==> config.mk <==
export PLATFORM = sky130hd
export DESIGN_NAME = channel_payload_message_parser
export DESIGN_NICKNAME = d
export VERILOG_FILES = /design/src/design/cpmp_pkg.sv /design/src/design/cpmp_name_cell.sv /design/src/design/cpmp_payload_acc.sv /design/src/design/channel_payload_message_parser.sv
export SDC_FILE = /design/constraint.sdc
export NUM_CORES = 1
export LEC_CHECK = 0
export BUFFER_PORTS_ARGS = -buffer_cell sky130_fd_sc_hd__clkbuf_2
export CAP_MARGIN = 20
export CORE_MARGIN = 10
export CORE_UTILIZATION = 59
export CTS_CLUSTER_DIAMETER = 120
export DETAILED_ROUTE_END_ITERATION = 6
export MAX_ROUTING_LAYER = met4
export PLACE_DENSITY = 0.8
export SLEW_MARGIN = 20
export SYNTH_ARGS = -nofsm -noshare
export SYNTH_HDL_FRONTEND = slang
export SYNTH_HIERARCHICAL = 1
export SYNTH_SLANG_ARGS = --single-unit
==> constraint.sdc <==
create_clock -name clk -period 24.6 [get_ports clk]
set_input_delay 7.38 -clock clk [delete_from_list [all_inputs] [get_ports clk]]
set_output_delay 7.38 -clock clk [all_outputs]
set_load 0.01 [all_outputs]
==> src/design/cpmp_pkg.sv <==
`timescale 1ns / 1ps
// ----------------------------------------------------------------------------
// cpmp_pkg
// Shared types, constants and character classes for the channel/payload
// message parser.
// ----------------------------------------------------------------------------
package cpmp_pkg;

  localparam int unsigned CHAR_W      = 8;
  localparam int unsigned NAME_SLOTS  = 8;
  localparam int unsigned NAME_W      = CHAR_W * NAME_SLOTS;
  localparam int unsigned NAME_LEN_W  = 4;
  localparam int unsigned VALUE_W     = 32;
  localparam int unsigned PLEN_W      = 8;
  localparam int unsigned CFG_INDEX_W = 8;

  localparam logic [CHAR_W-1:0] CHAR_MINUS = 8'h2D;
  localparam logic [CHAR_W-1:0] CHAR_ZERO  = 8'h30;
  localparam logic [CHAR_W-1:0] CHAR_NINE  = 8'h39;
  localparam logic [CHAR_W-1:0] CHAR_UP_A  = 8'h41;
  localparam logic [CHAR_W-1:0] CHAR_UP_Z  = 8'h5A;
  localparam logic [CHAR_W-1:0] CHAR_LOW_A = 8'h61;
  localparam logic [CHAR_W-1:0] CHAR_LOW_Z = 8'h7A;

  localparam logic [CHAR_W-1:0] RST_CHANNEL_START = 8'd60;
  localparam logic [CHAR_W-1:0] RST_CHANNEL_END   = 8'd62;
  localparam logic [CHAR_W-1:0] RST_PAYLOAD_START = 8'd40;
  localparam logic [CHAR_W-1:0] RST_PAYLOAD_END   = 8'd41;

  localparam logic [CFG_INDEX_W-1:0] REG_CHANNEL_START = 8'd0;
  localparam logic [CFG_INDEX_W-1:0] REG_CHANNEL_END   = 8'd1;
  localparam logic [CFG_INDEX_W-1:0] REG_PAYLOAD_START = 8'd2;
  localparam logic [CFG_INDEX_W-1:0] REG_PAYLOAD_END   = 8'd3;

  // Control handed from the parser to the payload accumulator.
  typedef struct packed {
    logic              clear;
    logic              step;
    logic [CHAR_W-1:0] data;
  } acc_ctrl_t;

  function automatic logic is_digit(input logic [CHAR_W-1:0] c);
    return (c >= CHAR_ZERO) && (c <= CHAR_NINE);
  endfunction

  function automatic logic is_alnum(input logic [CHAR_W-1:0] c);
    return is_digit(c) ||
           ((c >= CHAR_UP_A) && (c <= CHAR_UP_Z)) ||
           ((c >= CHAR_LOW_A) && (c <= CHAR_LOW_Z));
  endfunction

endpackage

==> src/design/cpmp_name_cell.sv <==
`timescale 1ns / 1ps
// ----------------------------------------------------------------------------
// cpmp_name_cell
// One character slot of the name buffer. A write token travels along the
// row of cells; the cell holding it takes the next stored character.
// ----------------------------------------------------------------------------
module cpmp_name_cell
  import cpmp_pkg::*;
#(
  parameter bit FIRST = 1'b0
) (
  input  logic              clk,
  input  logic              rst,
  input  logic              clear,
  input  logic              store,
  input  logic              token_in,
  input  logic [CHAR_W-1:0] char_in,
  output logic              token,
  output logic [CHAR_W-1:0] char_q
);

  always_ff @(posedge clk) begin
    if (rst || clear) begin
      token  <= FIRST;
      char_q <= '0;
    end else if (store) begin
      token <= token_in;
      if (token) begin
        char_q <= char_in;
      end
    end
  end

endmodule

==> src/design/cpmp_payload_acc.sv <==
`timescale 1ns / 1ps
// ----------------------------------------------------------------------------
// cpmp_payload_acc
// Running decimal accumulator for the payload: magnitude, sign and a
// saturating character count.
// ----------------------------------------------------------------------------
module cpmp_payload_acc
  import cpmp_pkg::*;
(
  input  logic               clk,
  input  logic               rst,
  input  acc_ctrl_t          ctrl,
  output logic [VALUE_W-1:0] value,
  output logic [PLEN_W-1:0]  length
);

  logic [VALUE_W-1:0] magnitude;
  logic               negative;
  logic               first;
  logic [VALUE_W-1:0] magnitude_next;
  logic [PLEN_W-1:0]  length_next;

  // Multiply by ten as two shifts and an add, modulo 2^32.
  assign magnitude_next = (magnitude << 3) + (magnitude << 1)
                        + VALUE_W'(ctrl.data - CHAR_ZERO);
  assign length_next    = (length == {PLEN_W{1'b1}}) ? length : length + 1'b1;

  always_ff @(posedge clk) begin
    if (rst) begin
      magnitude <= '0;
      negative  <= 1'b0;
      first     <= 1'b0;
      length    <= '0;
    end else if (ctrl.clear) begin
      magnitude <= '0;
      negative  <= 1'b0;
      first     <= 1'b1;
      length    <= '0;
    end else if (ctrl.step) begin
      if (ctrl.data == CHAR_MINUS && first) begin
        negative <= 1'b1;
        length   <= length_next;
      end else if (is_digit(ctrl.data)) begin
        magnitude <= magnitude_next;
        length    <= length_next;
      end
      first <= 1'b0;
    end
  end

  assign value = negative ? (VALUE_W'(0) - magnitude) : magnitude;

endmodule

==> src/design/channel_payload_message_parser.sv <==
`timescale 1ns / 1ps
// ----------------------------------------------------------------------------
// channel_payload_message_parser
// Parses <name>(value) style messages from a received byte stream.
// ----------------------------------------------------------------------------
// The parser takes one byte per clock cycle while rx_stall is low: the phase
// decode, the name write and the multiply-by-ten add all settle within the
// cycle in which the byte is taken. The name is held in a row of character
// cells through which a write token moves; the payload value builds up in an
// accumulator. When the payload-end byte is taken, the complete request
// appears in the output register on the next cycle. The byte input stalls
// only while a payload-end byte is offered and the previous request is still
// held in the output register under stall.
module channel_payload_message_parser
  import cpmp_pkg::*;
#(
  parameter int unsigned MAX_NAME_LEN = 8
) (
  input  logic                      clk,
  input  logic                      rst,
  input  logic                      rx_valid,
  output logic                      rx_stall,
  input  logic [CHAR_W-1:0]         rx_byte,
  output logic                      msg_valid,
  input  logic                      msg_stall,
  output logic [NAME_W-1:0]         channel_name,
  output logic [NAME_LEN_W-1:0]     channel_length,
  output logic signed [VALUE_W-1:0] payload_value,
  output logic [PLEN_W-1:0]         payload_length,
  input  logic                      cfg_valid,
  output logic                      cfg_ready,
  input  logic [CFG_INDEX_W-1:0]    cfg_index,
  input  logic [CHAR_W-1:0]         cfg_data
);

  typedef enum logic [1:0] {
    AWAIT_CHANNEL,
    IN_NAME,
    AWAIT_PAYLOAD,
    IN_PAYLOAD
  } phase_t;

  phase_t              phase;
  logic [CHAR_W-1:0]   channel_start_char;
  logic [CHAR_W-1:0]   channel_end_char;
  logic [CHAR_W-1:0]   payload_start_char;
  logic [CHAR_W-1:0]   payload_end_char;
  logic [NAME_LEN_W-1:0] name_count;

  logic                accept;
  logic                emit;
  logic                name_clear;
  logic                name_store;
  acc_ctrl_t           acc_ctrl;
  logic [VALUE_W-1:0]  acc_value;
  logic [PLEN_W-1:0]   acc_length;
  logic [NAME_W-1:0]   name_bus;
  logic [MAX_NAME_LEN:0] token_chain;

  assign cfg_ready = 1'b1;

  always_ff @(posedge clk) begin
    if (rst) begin
      channel_start_char <= RST_CHANNEL_START;
      channel_end_char   <= RST_CHANNEL_END;
      payload_start_char <= RST_PAYLOAD_START;
      payload_end_char   <= RST_PAYLOAD_END;
    end else if (cfg_valid && cfg_ready) begin
      unique case (cfg_index)
        REG_CHANNEL_START: channel_start_char <= cfg_data;
        REG_CHANNEL_END:   channel_end_char   <= cfg_data;
        REG_PAYLOAD_START: payload_start_char <= cfg_data;
        REG_PAYLOAD_END:   payload_end_char   <= cfg_data;
        default: ;
      endcase
    end
  end

  // Only a byte that completes a request waits on a full output register.
  assign rx_stall = rx_valid && msg_valid && msg_stall &&
                    (phase == IN_PAYLOAD) && (rx_byte == payload_end_char);
  assign accept   = rx_valid && !rx_stall;
  assign emit     = accept && (phase == IN_PAYLOAD) && (rx_byte == payload_end_char);

  assign name_clear = accept && (rx_byte == channel_start_char) &&
                      ((phase == AWAIT_CHANNEL) ||
                       ((phase == IN_NAME) && (rx_byte != channel_end_char)));
  assign name_store = accept && (phase == IN_NAME) &&
                      (rx_byte != channel_end_char) &&
                      (rx_byte != channel_start_char) &&
                      is_alnum(rx_byte) &&
                      (name_count < NAME_LEN_W'(MAX_NAME_LEN));

  assign acc_ctrl.clear = accept && (phase == AWAIT_PAYLOAD) &&
                          (rx_byte == payload_start_char);
  assign acc_ctrl.step  = accept && (phase == IN_PAYLOAD) &&
                          (rx_byte != payload_end_char);
  assign acc_ctrl.data  = rx_byte;

  assign token_chain[0] = 1'b0;

  for (genvar i = 0; i < NAME_SLOTS; i++) begin : g_slot
    if (i < MAX_NAME_LEN) begin : g_cell
      cpmp_name_cell #(
        .FIRST (i == 0)
      ) u_cell (
        .clk      (clk),
        .rst      (rst),
        .clear    (name_clear),
        .store    (name_store),
        .token_in (token_chain[i]),
        .char_in  (rx_byte),
        .token    (token_chain[i+1]),
        .char_q   (name_bus[CHAR_W*i +: CHAR_W])
      );
    end else begin : g_pad
      assign name_bus[CHAR_W*i +: CHAR_W] = '0;
    end
  end

  cpmp_payload_acc u_acc (
    .clk    (clk),
    .rst    (rst),
    .ctrl   (acc_ctrl),
    .value  (acc_value),
    .length (acc_length)
  );

  always_ff @(posedge clk) begin
    if (rst) begin
      phase      <= AWAIT_CHANNEL;
      name_count <= '0;
      msg_valid  <= 1'b0;
    end else begin
      if (emit) begin
        msg_valid      <= 1'b1;
        channel_name   <= name_bus;
        channel_length <= name_count;
        payload_value  <= acc_value;
        payload_length <= acc_length;
      end else if (!msg_stall) begin
        msg_valid <= 1'b0;
      end

      if (name_clear) begin
        name_count <= '0;
      end else if (name_store) begin
        name_count <= name_count + 1'b1;
      end

      if (accept) begin
        unique case (phase)
          AWAIT_CHANNEL: begin
            if (rx_byte == channel_start_char) begin
              phase <= IN_NAME;
            end
          end
          IN_NAME: begin
            if (rx_byte == channel_end_char) begin
              phase <= AWAIT_PAYLOAD;
            end
          end
          AWAIT_PAYLOAD: begin
            if (rx_byte == payload_start_char) begin
              phase <= IN_PAYLOAD;
            end
          end
          IN_PAYLOAD: begin
            if (rx_byte == payload_end_char) begin
              phase <= AWAIT_CHANNEL;
            end
          end
          default: phase <= AWAIT_CHANNEL;
        endcase
      end
    end
  end

`ifndef ASSERT_OFF
  a_emit_returns: assert property (@(posedge clk) disable iff (rst)
    emit |=> (phase == AWAIT_CHANNEL) && msg_valid)
    else $error("request not issued or parser not back to channel wait");

  a_count_limit: assert property (@(posedge clk) disable iff (rst)
    name_count <= NAME_LEN_W'(MAX_NAME_LEN))
    else $error("name count beyond limit");

  a_token_single: assert property (@(posedge clk) disable iff (rst)
    $onehot0(token_chain))
    else $error("more than one write token in name cells");

  a_token_matches_count: assert property (@(posedge clk) disable iff (rst)
    (name_count < NAME_LEN_W'(MAX_NAME_LEN)) |-> $onehot(token_chain))
    else $error("write token lost while name has room");

  a_stall_cause: assert property (@(posedge clk) disable iff (rst)
    rx_stall |-> msg_valid && msg_stall && (phase == IN_PAYLOAD))
    else $error("byte input stalled without a held request");
`endif

endmodule
==> results_dict.tcl <==
set metrics [dict create \
    start_util 0.6045 \
    synthToLayoutAreaGrowth_pct 10.37 \
    num_antenna_cells 0 \
    ys_seq_elements 261 \
    post-route-min-period_ns 16.24 \
    ant_nets 0 \
    place_congestion 0.8795 \
    clkTransAtPathRegs_ns 0.06 \
    ir_worst_vdd_mv 0.03753 \
    hold_buffers 0 \
    endpoint_kind "output port" \
    fin_crit_sh 0.6603 \
    crit_required_ns 17.22 \
    die_width_um 170.2 \
    postLayoutCoreUtil 0.6671 \
    grt_use_met1 0.2934 \
    maxCapViolations 0 \
    slew-limit-headroom 0.2689 \
    cp_max_fo 16 \
    fp-row-count 54 \
    antenna_found_initial 0 \
    grt_start_max_net_pins 84 \
    wl_per_cell_um 19.68 \
    cp.arrival_ns 8.86 \
    cts_setup_buffers 0 \
    total_power_uw 889.6 \
    clock_skew_ns 0.02557 \
    rrSetupSlack_ns 20.96 \
    drt_iter0_markers 976 \
    ys_warn_count 6 \
    grt_pass1_wl_um 50740 \
    synth_edf_count 108 \
    fillers 1689 \
    grtUsageTotal 0.2209 \
    dp_hpwl_um 22290 \
    cts_tree "built" \
    ioPinCount 140 \
    htreeDepth 1 \
    root_buffer "clkbuf_16" \
    syn-cell-area_um2 13310 \
    p_leak_nw 5.826 \
    drive_above_1_share 0.2126 \
    core_um2 22030 \
    cts_made_buffers 26 \
    fin_setup_tns_ns 0 \
    portBuffers 138 \
    wirelength_um 31700 \
    cts_resized 0 \
    insertion_delay_ns 0.54 \
    vias 9758 \
    slew_violations 0 \
    cellPowerDensity_nw_per_um2 60.54 \
    outcome "complete, no violations" \
    hold_violations 0 \
    avgViaCountPerCell 6.057 \
    grt_pass1_vias 9441 \
    cts_buffer_depth 3 \
    whs_path_depth 0 \
    synth-main-ff-cell "dfxtp_1" \
    crit_type "primary input to output port" \
    grt_overflow 0 \
    die_y_um 170.2 \
    setup_viol 0 \
    ys_async_sr_fraction 0 \
    dieArea_um2 28970 \
    drtPass1Iterations 5 \
    worst_slew_pin_slew_ns 1.090 \
    grt_use_met2 0.3420 \
    drc 0 \
    grt.busiest_layer "met2" \
    syn_area_per_cell_um2 10.92 \
    hp-class "flop to flop" \
    fmax_mhz 61.56 \
    ys_seq_area_frac 0.4736 \
    rsz0062_at_grt "false" \
    synth_fp_nets 1318 \
    synth_cell_types 81 \
    netlist_instances 1219 \
    r2r_cells 11 \
    worst_setup_path_start_kind "primary input" \
    cts.sinks 261 \
    grt_util_met3 0.03795 \
    nets 1410 \
]
==> placed cells by master, fill, tap and decap left out, types with 5 or more instances in the layout <==
master       n
a22o_1       6
a31oi_1      9
nand3_1     81
nor4_1       8
nor3_1      15
ha_1        41
clkbuf_1     6
a21bo_2     55
a211oi_1     9
o21ai_0     31
inv_1       23
fa_1        29
a21oi_2      7
o31ai_1     10
o41ai_1      5
nand2b_1     7
xnor2_1     48
clkbuf_2   138
buf_4       10
nand4_1     17
a21o_1      18
dfxtp_1    153
or2_2       12
edfxtp_1   108
nor2_1      64
a21bo_1     11
o211ai_1    10
clkbuf_16   27
nor2b_1      6
or3_1        6
a21oi_1    100
xor2_1      41
o21a_1       5
or4_1        5
mux2i_1     42
nand2_1     83
==> cells by family after synthesis <==
family / share of synthesized area
and+or+nand+nor: 0.1306
buffers and inverters: 0.05432
xor gates and xnor gates: 0.06099
muxes: 0.03327
other: 0.0005641
adders and majority gates: 0.08214
AOI/OAI and AO/OA: 0.1645
DFF: 0.4736
==> layer usage <==
| metal | wire [um] | up-vias | part of all wire |
|---|---|---|---|
| li1 | - | 4598 | - |
| met1 | 13850 | 4730 | 0.44 |
| met2 | 14660 | 379 | 0.46 |
| met3 | 2462 | 51 | 0.078 |
| met4 | 728 | 0 | 0.023 |
| met5 | 0 | - | 0 |
==> final cells by class <==
class | instances | area [um^2] | share of cell area
inverter | 23 | 86.33 | 0.005875
timing repair buffer | 148 | 765.7 | 0.05211
tap | 280 | 350.3 | 0.02384
sequential | 261 | 6306 | 0.4292
clock inverter | 13 | 163.9 | 0.01115
clock buffer | 35 | 725.7 | 0.04939
multi-input combinational | 851 | 6296 | 0.4285
==> synthesized netlist by cell type (17+ instances only) <==
cell | n | share of area
a21o_1 | 18 | 0.010
a21oi_1 | 100 | 0.038
ha_1 | 41 | 0.039
edfxtp_1 | 108 | 0.24
o21ai_0 | 31 | 0.012
nand4_1 | 17 | 0.0080
xnor2_1 | 48 | 0.032
dfxtp_1 | 153 | 0.23
a21bo_2 | 55 | 0.041
nor2_1 | 64 | 0.018
xor2_1 | 41 | 0.027
fa_1 | 29 | 0.044
mux2i_1 | 42 | 0.032
buf_6 | 27 | 0.023
nand2_1 | 83 | 0.023
inv_1 | 23 | 0.0065
clkbuf_1 | 30 | 0.0085
nand3_1 | 81 | 0.030
==> worst max-delay path: stages <==
cell and delay, ns:
clkbuf_2 0.33, xor2_2 0.27, nor4_4 0.36, nand3_2 0.16
nor3_1 0.20, clkbuf_2 0.16
==> flip-flops by register name (all words and copies together) (netlist names), 2 cells and up <==
name                         flops
payload_length                   8
payload_start_char               8
u_acc/magnitude                 32
g_slot.g_cell.u_cell/token       8
phase                            2
channel_end_char                 8
payload_end_char                 8
name_count                       4
payload_value                   32
channel_length                   4
g_slot.g_cell.u_cell/char_q     64
channel_name                    64
channel_start_char               8
u_acc/length                     8
==> report_power, final <==
part / switching [mW] / internal [mW]
logic: 0.0229 / 0.0102
clock network: 0.169 / 0.240
registers: 0.0000936 / 0.447
total: 0.192 / 0.698
==> stage by stage <==
step	hold slack, ns	instances	setup slack, ns	area, um^2
floorplan	0.3989	1219	4.398	13310
global route	0.4265	1611	8.273	14690
finish	0.4179	1611	8.356	14690
detailed placement	0.4088	1563	8.354	13800
global placement	0.4017	1563	8.399	13800
CTS	0.4077	1611	8.355	14690
==> worst paths after layout <==
path,endpoint,start
setup / recovery,rx_stall,rx_byte[7]
hold / removal,channel_name[29],g_slot[3].g_cell.u_cell/char_q[5]
setup reg to reg,u_acc/magnitude[26],u_acc/magnitude[10]
hold reg to reg,channel_name[29],g_slot[3].g_cell.u_cell/char_q[5]
Note: power is estimated with default switching activity, not from simulation.
